===== src/rtl/core/spom_pkg.sv =====
// ----------------------------------------------------------------------------
// spom_pkg
// Shared constants and types of the spiral-order matrix reader.
// ----------------------------------------------------------------------------
package spom_pkg;

  localparam int MAX_ROWS_DEF    = 8;
  localparam int MAX_COLUMNS_DEF = 8;
  localparam int DATA_WIDTH_DEF  = 32;

  // configuration port
  localparam int CFG_W     = 4;
  localparam int CFG_IDX_W = 1;

  localparam logic [CFG_IDX_W-1:0] REG_ROW_COUNT    = 1'b0;
  localparam logic [CFG_IDX_W-1:0] REG_COLUMN_COUNT = 1'b1;

  typedef enum logic {
    WALK_IDLE,
    WALK_RUN
  } walk_state_e;

  typedef enum logic [1:0] {
    DIR_RIGHT,
    DIR_DOWN,
    DIR_LEFT,
    DIR_UP
  } walk_dir_e;

  typedef struct packed {
    logic start;
  } walk_ctrl_t;

  typedef struct packed {
    logic busy;
    logic rd_en;
    logic last;
  } walk_stat_t;

endpackage


===== src/rtl/core/spiral_order_matrix_reader.sv =====
// ----------------------------------------------------------------------------
// spiral_order_matrix_reader
// Loads a matrix row-major, then streams it out in clockwise spiral order.
// ----------------------------------------------------------------------------
// Load: one element per cycle while busy_o is low; busy_o stays low between elements.
// Drain: after the final element the walker enters its run state, then the
// registered store read gives one beat per cycle, rows*columns beats.
// busy_o is high while the walker issues the rows*columns store reads.
// Reset clears the load count and control; sizes return to 1 by 1; store
// contents are undefined until written. The receiver cannot stall.
module spiral_order_matrix_reader #(
  parameter int MAX_ROWS    = spom_pkg::MAX_ROWS_DEF,
  parameter int MAX_COLUMNS = spom_pkg::MAX_COLUMNS_DEF,
  parameter int DATA_WIDTH  = spom_pkg::DATA_WIDTH_DEF
) (
  input  logic                          clk_i,
  input  logic                          rst_ni,
  input  logic                          start_i,
  output logic                          busy_o,
  input  logic signed [DATA_WIDTH-1:0]  element_value_i,
  output logic                          spiral_valid_o,
  output logic signed [DATA_WIDTH-1:0]  spiral_value_o,
  output logic                          is_last_o,
  input  logic                          cfg_we_i,
  input  logic [spom_pkg::CFG_IDX_W-1:0] cfg_addr_i,
  input  logic [spom_pkg::CFG_W-1:0]     cfg_wdata_i
);

  import spom_pkg::*;

  localparam int DEPTH  = MAX_ROWS * MAX_COLUMNS;
  localparam int ADDR_W = (DEPTH > 1) ? $clog2(DEPTH) : 1;
  localparam int CNT_W  = $clog2(DEPTH + 1);
  localparam int RW     = $clog2(MAX_ROWS + 1);
  localparam int CW     = $clog2(MAX_COLUMNS + 1);

  logic [CFG_W-1:0] row_count_q, row_count_d, column_count_q, column_count_d;
  logic [CNT_W-1:0] loaded_q, loaded_d, loaded_inc, total;
  logic [RW-1:0]    rows_eff;
  logic [CW-1:0]    cols_eff;
  logic             accept, trigger;
  logic             valid_q, last_q;

  walk_ctrl_t        walk_ctrl;
  walk_stat_t        walk_stat;
  logic [ADDR_W-1:0] rd_addr;
  logic [DATA_WIDTH-1:0] rd_data;

  always_comb begin
    if (row_count_q == '0) begin
      rows_eff = RW'(1);
    end else if (row_count_q > MAX_ROWS) begin
      rows_eff = RW'(MAX_ROWS);
    end else begin
      rows_eff = RW'(row_count_q);
    end
    if (column_count_q == '0) begin
      cols_eff = CW'(1);
    end else if (column_count_q > MAX_COLUMNS) begin
      cols_eff = CW'(MAX_COLUMNS);
    end else begin
      cols_eff = CW'(column_count_q);
    end
  end

  assign total      = CNT_W'(rows_eff) * CNT_W'(cols_eff);
  assign accept     = start_i && !walk_stat.busy;
  assign loaded_inc = loaded_q + CNT_W'(1);
  assign trigger    = accept && (loaded_inc >= total);

  always_comb begin
    row_count_d    = row_count_q;
    column_count_d = column_count_q;
    if (cfg_we_i) begin
      unique case (cfg_addr_i)
        REG_ROW_COUNT:    row_count_d    = cfg_wdata_i;
        REG_COLUMN_COUNT: column_count_d = cfg_wdata_i;
        default: ;
      endcase
    end
    loaded_d = loaded_q;
    if (trigger) begin
      loaded_d = '0;
    end else if (accept) begin
      loaded_d = loaded_inc;
    end
  end

  always_ff @(posedge clk_i or negedge rst_ni) begin
    if (!rst_ni) begin
      row_count_q    <= CFG_W'(1);
      column_count_q <= CFG_W'(1);
      loaded_q       <= '0;
      valid_q        <= 1'b0;
      last_q         <= 1'b0;
    end else begin
      row_count_q    <= row_count_d;
      column_count_q <= column_count_d;
      loaded_q       <= loaded_d;
      valid_q        <= walk_stat.rd_en;
      last_q         <= walk_stat.rd_en && walk_stat.last;
    end
  end

  assign walk_ctrl.start = trigger;

  spom_walker #(
    .RW     (RW),
    .CW     (CW),
    .CNT_W  (CNT_W),
    .ADDR_W (ADDR_W)
  ) u_walker (
    .clk_i     (clk_i),
    .rst_ni    (rst_ni),
    .ctrl_i    (walk_ctrl),
    .rows_i    (rows_eff),
    .cols_i    (cols_eff),
    .total_i   (total),
    .stat_o    (walk_stat),
    .rd_addr_o (rd_addr)
  );

  spom_store #(
    .DEPTH      (DEPTH),
    .DATA_WIDTH (DATA_WIDTH),
    .ADDR_W     (ADDR_W)
  ) u_store (
    .clk_i   (clk_i),
    .we_i    (accept),
    .waddr_i (loaded_q[ADDR_W-1:0]),
    .wdata_i (element_value_i),
    .re_i    (walk_stat.rd_en),
    .raddr_i (rd_addr),
    .rdata_o (rd_data)
  );

  assign busy_o         = walk_stat.busy;
  assign spiral_valid_o = valid_q;
  assign spiral_value_o = rd_data;
  assign is_last_o      = last_q;

endmodule


===== src/rtl/core/spom_store.sv =====
// ----------------------------------------------------------------------------
// spom_store
// Element store: one write port, one registered read port.
// ----------------------------------------------------------------------------
module spom_store #(
  parameter int DEPTH      = 64,
  parameter int DATA_WIDTH = 32,
  parameter int ADDR_W     = 6
) (
  input  logic                  clk_i,
  input  logic                  we_i,
  input  logic [ADDR_W-1:0]     waddr_i,
  input  logic [DATA_WIDTH-1:0] wdata_i,
  input  logic                  re_i,
  input  logic [ADDR_W-1:0]     raddr_i,
  output logic [DATA_WIDTH-1:0] rdata_o
);

  logic [DATA_WIDTH-1:0] mem [DEPTH];
  logic [DATA_WIDTH-1:0] rdata_q;

  always_ff @(posedge clk_i) begin
    if (we_i) begin
      mem[waddr_i] <= wdata_i;
    end
    if (re_i) begin
      rdata_q <= mem[raddr_i];
    end
  end

  assign rdata_o = rdata_q;

endmodule


===== src/rtl/core/spom_walker.sv =====
// ----------------------------------------------------------------------------
// spom_walker
// Spiral address sequencer: bounds, direction and a single address adder
// that steps by one or by the row pitch each cycle.
// ----------------------------------------------------------------------------
module spom_walker #(
  parameter int RW     = 4,
  parameter int CW     = 4,
  parameter int CNT_W  = 7,
  parameter int ADDR_W = 6
) (
  input  logic                     clk_i,
  input  logic                     rst_ni,
  input  spom_pkg::walk_ctrl_t     ctrl_i,
  input  logic [RW-1:0]            rows_i,
  input  logic [CW-1:0]            cols_i,
  input  logic [CNT_W-1:0]         total_i,
  output spom_pkg::walk_stat_t     stat_o,
  output logic [ADDR_W-1:0]        rd_addr_o
);

  import spom_pkg::*;

  walk_state_e state_q, state_d;
  walk_dir_e   dir_q, dir_d;

  logic [RW-1:0]     r_q, r_d, top_q, top_d, bottom_q, bottom_d;
  logic [CW-1:0]     c_q, c_d, left_q, left_d, right_q, right_d;
  logic [CW-1:0]     cols_q, cols_d;
  logic [CNT_W-1:0]  remain_q, remain_d;
  logic [ADDR_W-1:0] addr_q, addr_d;

  logic              one_sel, sub_sel, last;
  logic [ADDR_W-1:0] step_op, step_addr;

  // shared address adder
  always_comb begin
    step_op   = one_sel ? ADDR_W'(1) : ADDR_W'(cols_q);
    step_addr = sub_sel ? (addr_q + ~step_op + ADDR_W'(1)) : (addr_q + step_op);
  end

  assign last = (remain_q == CNT_W'(1));

  always_ff @(posedge clk_i or negedge rst_ni) begin
    if (!rst_ni) begin
      state_q <= WALK_IDLE;
    end else begin
      state_q <= state_d;
    end
  end

  always_ff @(posedge clk_i) begin
    dir_q    <= dir_d;
    r_q      <= r_d;
    c_q      <= c_d;
    top_q    <= top_d;
    bottom_q <= bottom_d;
    left_q   <= left_d;
    right_q  <= right_d;
    cols_q   <= cols_d;
    remain_q <= remain_d;
    addr_q   <= addr_d;
  end

  always_comb begin
    state_d  = state_q;
    dir_d    = dir_q;
    r_d      = r_q;
    c_d      = c_q;
    top_d    = top_q;
    bottom_d = bottom_q;
    left_d   = left_q;
    right_d  = right_q;
    cols_d   = cols_q;
    remain_d = remain_q;
    addr_d   = addr_q;
    one_sel  = 1'b1;
    sub_sel  = 1'b0;

    unique case (state_q)
      WALK_IDLE: begin
        if (ctrl_i.start) begin
          state_d  = WALK_RUN;
          dir_d    = DIR_RIGHT;
          r_d      = '0;
          c_d      = '0;
          top_d    = '0;
          left_d   = '0;
          bottom_d = rows_i - RW'(1);
          right_d  = cols_i - CW'(1);
          cols_d   = cols_i;
          remain_d = total_i;
          addr_d   = '0;
        end
      end
      WALK_RUN: begin
        if (last) begin
          state_d = WALK_IDLE;
        end else begin
          remain_d = remain_q - CNT_W'(1);
          unique case (dir_q)
            DIR_RIGHT: begin
              if (c_q == right_q) begin
                dir_d   = DIR_DOWN;
                top_d   = top_q + RW'(1);
                r_d     = r_q + RW'(1);
                one_sel = 1'b0;
              end else begin
                c_d = c_q + CW'(1);
              end
            end
            DIR_DOWN: begin
              if (r_q == bottom_q) begin
                dir_d   = DIR_LEFT;
                right_d = right_q - CW'(1);
                c_d     = c_q - CW'(1);
                sub_sel = 1'b1;
              end else begin
                r_d     = r_q + RW'(1);
                one_sel = 1'b0;
              end
            end
            DIR_LEFT: begin
              if (c_q == left_q) begin
                dir_d    = DIR_UP;
                bottom_d = bottom_q - RW'(1);
                r_d      = r_q - RW'(1);
                one_sel  = 1'b0;
                sub_sel  = 1'b1;
              end else begin
                c_d     = c_q - CW'(1);
                sub_sel = 1'b1;
              end
            end
            DIR_UP: begin
              if (r_q == top_q) begin
                dir_d  = DIR_RIGHT;
                left_d = left_q + CW'(1);
                c_d    = c_q + CW'(1);
              end else begin
                r_d     = r_q - RW'(1);
                one_sel = 1'b0;
                sub_sel = 1'b1;
              end
            end
            default: begin
              dir_d = DIR_RIGHT;
            end
          endcase
          addr_d = step_addr;
        end
      end
      default: begin
        state_d = WALK_IDLE;
      end
    endcase
  end

  assign stat_o.busy  = (state_q == WALK_RUN);
  assign stat_o.rd_en = (state_q == WALK_RUN);
  assign stat_o.last  = last;
  assign rd_addr_o    = addr_q;

endmodule


===== config.mk =====
export PLATFORM = sky130hd
export DESIGN_NAME = spiral_order_matrix_reader
export DESIGN_NICKNAME = d
export VERILOG_FILES = /design/src/rtl/core/spom_pkg.sv /design/src/rtl/core/spiral_order_matrix_reader.sv /design/src/rtl/core/spom_store.sv /design/src/rtl/core/spom_walker.sv
export SDC_FILE = /design/constraint.sdc
export NUM_CORES = 2
export LEC_CHECK = 0
export BUFFER_PORTS_ARGS = -buffer_cell sky130_fd_sc_hd__buf_4
export CELL_PAD_IN_SITES_DETAIL_PLACEMENT = 1
export CELL_PAD_IN_SITES_GLOBAL_PLACEMENT = 2
export CORE_UTILIZATION = 46
export CTS_CLUSTER_DIAMETER = 30
export CTS_CLUSTER_SIZE = 10
export DETAILED_ROUTE_END_ITERATION = 8
export PLACE_DENSITY_LB_ADDON = 0.1
export SLEW_MARGIN = 20
export SYNTH_ARGS = -nofsm -noshare
export SYNTH_HDL_FRONTEND = slang
export SYNTH_HIERARCHICAL = 1
export SYNTH_SLANG_ARGS = --single-unit

===== constraint.sdc =====
create_clock -name clk_i -period 5 [get_ports clk_i]
set_input_delay 0.5 -clock clk_i [delete_from_list [all_inputs] [get_ports clk_i]]
set_output_delay 0.5 -clock clk_i [all_outputs]
set_load 0.02 [all_outputs]

==> impl_metrics.json <==
{
  "ioPinCount": 76,
  "grt_pass1_vias": 45410,
  "viasPerCell": 6.051,
  "drv_slew": 0,
  "initial_core_util_pct": 46.44,
  "hold_class": "in2reg",
  "syn_area_per_cell_um2": 22.30,
  "switching_share_pct": 20.10,
  "crit_path_end_kind": "flop",
  "detail_route.wl_per_cell_um": 34.49,
  "clk_pin_slew_worst_paths_ps": 40,
  "insertion_delay_ps": 970,
  "worstSetupStartpointType": "flop",
  "seq_area_frac_synth_pct": 77.23,
  "wirelength_um": 240400,
  "ys_types": 62,
  "fp.dieH_um": 427.1,
  "ant_nets": 0,
  "finalNetCount": 4333,
  "crit_end": "u_walker/c_q[2]",
  "htreeDepth": 5,
  "num_rows": 155,
  "crit_fanout": 6,
  "rr_endpoint": "u_walker/c_q[2]",
  "core_area_um2": 179000,
  "grt_max_degree": 78,
  "clockPowerShare_pct": 59.1,
  "grt_usage_pct": 26.75,
  "antenna_found_initial": 15,
  "cts_num_sinks": 2141,
  "vias": 42180,
  "drt-initial-drc-count": 3920,
  "rsz0062_at_grt": "false",
  "port_buffers": 75,
  "synth.net_count": 3817,
  "synth_area_leaders": "edfxtp_1 77%, mux4_2 15%, mux2i_1 1.3%",
  "placed_area_um2": 88000,
  "power_frac_seq_pct": 39.8,
  "place_congestion": 0.8386,
  "dp.cells": 6134,
  "reg2reg_slack_ps": 250,
  "finalCriticalPeriod_ps": 4751,
  "synth-edff-count": 2123,
  "status": "complete, no violations",
  "ys_ff_latch": 2141,
  "final_common_cell": "edfxtp_1",
  "hpwlAfterDp_um": 136800,
  "cts-root-buf": "clkbuf_16",
  "layout.cells.non_filler": 6971,
  "crit_type": "reg2reg",
  "comb_power_share_pct": 1.0,
  "mostFrequentLayoutCells": "2,123 x edfxtp_1, 544 x mux4_2, 458 x clkbuf_16, 200 x buf_4, 107 x mux2i_1",
  "synth_ff_type": "edfxtp_1",
  "drc": 0,
  "post-route-util_pct": 57.68,
  "hold_violations": 0,
  "cts_tree": "done",
  "r2r_start": "row_count_q[0]",
  "maxSlewHeadroom_pct": 24.73,
  "synthToLayoutAreaGrowth_pct": 24.20,
  "cts_buffers": 452,
  "overflow": 0,
  "critPathArrivalTime_ps": 5370,
  "synth.top_cell.area_share_pct": 76.69,
  "vdd_ir_drop_max_uv": 398.5,
  "synthArstFlopShare_pct": 0.8407,
  "post-route-period-util_pct": 95.02,
  "switchingPower_w": 0.009980,
  "synthCells": 3728,
  "final-setup-viol-count": 0,
  "required_ps": 5620,
  "drv_cap": 0,
  "clockBufferDepth": 4,
  "post_cts_buffers": 0,
  "grt_pass1_wl_um": 339400,
  "power_density_nw_per_um2": 480.9,
  "syn_area_um2": 83130,
  "die_area_um2": 182400,
  "power.internal_w": 0.03968,
  "die_w_um": 427.1,
  "final_area_um2": 103300,
  "whs_path_depth": 1,
  "clock_skew_ps": 67.05,
  "fmax_mhz": 210.5,
  "reg2reg_depth": 20,
  "hold-worst-slack_ps": 86.38,
  "p_leak_nw": 34.00,
  "ys_warn_count": 6,
  "worst_slew_pin_slew_ps": 1126,
  "startpoint": "row_count_q[0]",
  "dr.pass1.iters": 5,
  "synth_largest_area_cell": "edfxtp_1",
  "drive_above_1_share_pct": 34.87
}
per-stage QoR:
step | total power, W | setup TNS (ps) | setup slack, ps
5_1_grt | 0.05087 | 0 | 18.39
4_1_cts | 0.05004 | 0 | 24.56
3_5_place_dp | 0.02062 | -146.2 | -36.62
2_1_floorplan | 0.02023 | 0 | 184.1
3_3_place_gp | 0.02058 | 0 | 10.37
6_report | 0.04966 | 0 | 249.2
synth_stat cells, types with 16 or more instances:
| cell type | instances |
|---|---|
| edfxtp_1 | 2123 |
| mux4_2 | 544 |
| nor2_1 | 156 |
| mux2i_1 | 107 |
| o22ai_1 | 84 |
| clkbuf_1 | 81 |
| a21oi_1 | 79 |
| buf_2 | 58 |
| nand2_1 | 55 |
| ha_1 | 40 |
| inv_1 | 31 |
| buf_4 | 30 |
| and2_1 | 27 |
| o221ai_1 | 27 |
| nor2b_1 | 26 |
| xor2_1 | 26 |
| buf_1 | 19 |
| nand2b_1 | 19 |
| xnor2_1 | 19 |
| dfrtp_1 | 16 |
state kept, by name, indices dropped and copies added, names as in the netlist, 6 cells and up:
signal,flops
u_store/mem,2048
u_walker/remain_q,7
u_store/rdata_o,32
u_walker/rd_addr_o,6
loaded_q,7
power groups by stage:
stage | clock network (W) | registers [W] | logic [W]
after floorplan | 0 | 0.0201 | 0.000113
after global placement | 0 | 0.0201 | 0.000470
after detailed placement | 0 | 0.0201 | 0.000506
after CTS | 0.0297 | 0.0198 | 0.000515
after global routing | 0.0305 | 0.0198 | 0.000552
final | 0.0294 | 0.0198 | 0.000503
cell type report:
class	count	area [um2]
flip-flops and latches	2141	64210
diodes	4	10.01
clock buffers	507	11640
fillers	14800	75750
repair buffers	255	2492
inverters	31	116.4
clock inverters	315	3465
well taps	2355	2947
multi-input cells	1363	18370
how the worst min path moves through the flow:
stage	startpoint	to
after detailed placement	rst_ni	spiral_valid_o
after floorplan	rst_ni	column_count_q[1]
after global routing	rst_ni	row_count_q[0]
after global placement	rst_ni	spiral_valid_o
final	element_value_i[13]	u_store/mem[58][13]
after CTS	rst_ni	row_count_q[0]
layer usage:
layer | vias up | routed length (um) | part of all wire, % | global-route usage (%)
li1 | 16940 | - | - | -
met4 | 4 | 6444 | 2.7 | 8.065
met2 | 1710 | 120300 | 50 | 44.37
met1 | 23170 | 98520 | 41 | 36.15
met5 | - | 26 | 0.011 | 0
met3 | 359 | 15100 | 6.3 | 4.918
critical path, cell delays in order, from the launching register on:
cell      delay (ps)
dfstp_2          520
nor2_1            40
or2_2            280
inv_1             80
nand2_1           90
fa_1             550
inv_1             50
fa_1             490
fa_2             410
a21o_1           190
a21oi_1          170
xnor2_1          120
ha_1             360
nand4_1          110
and3_4           190
o21ai_2           70
and2_4           170
nand2b_1          70
buf_4            160
a21oi_1          170
buf_4            170
cells by family after synthesis:
logic type	synth area share (%)
xor+xnor	0.4741
fa+ha+maj	0.7947
mux	16.16
flops	77.23
simple gates	2.089
compound gates	1.970
buf+inv	1.279
repair_timing:
item	CTS	global route
hold buffers	11	0
pin swaps	0	2
resized for setup	1	8
hold endpoints to repair	27	0
setup endpoints to repair	4	39
Note: power is estimated with default switching activity, not from simulation.
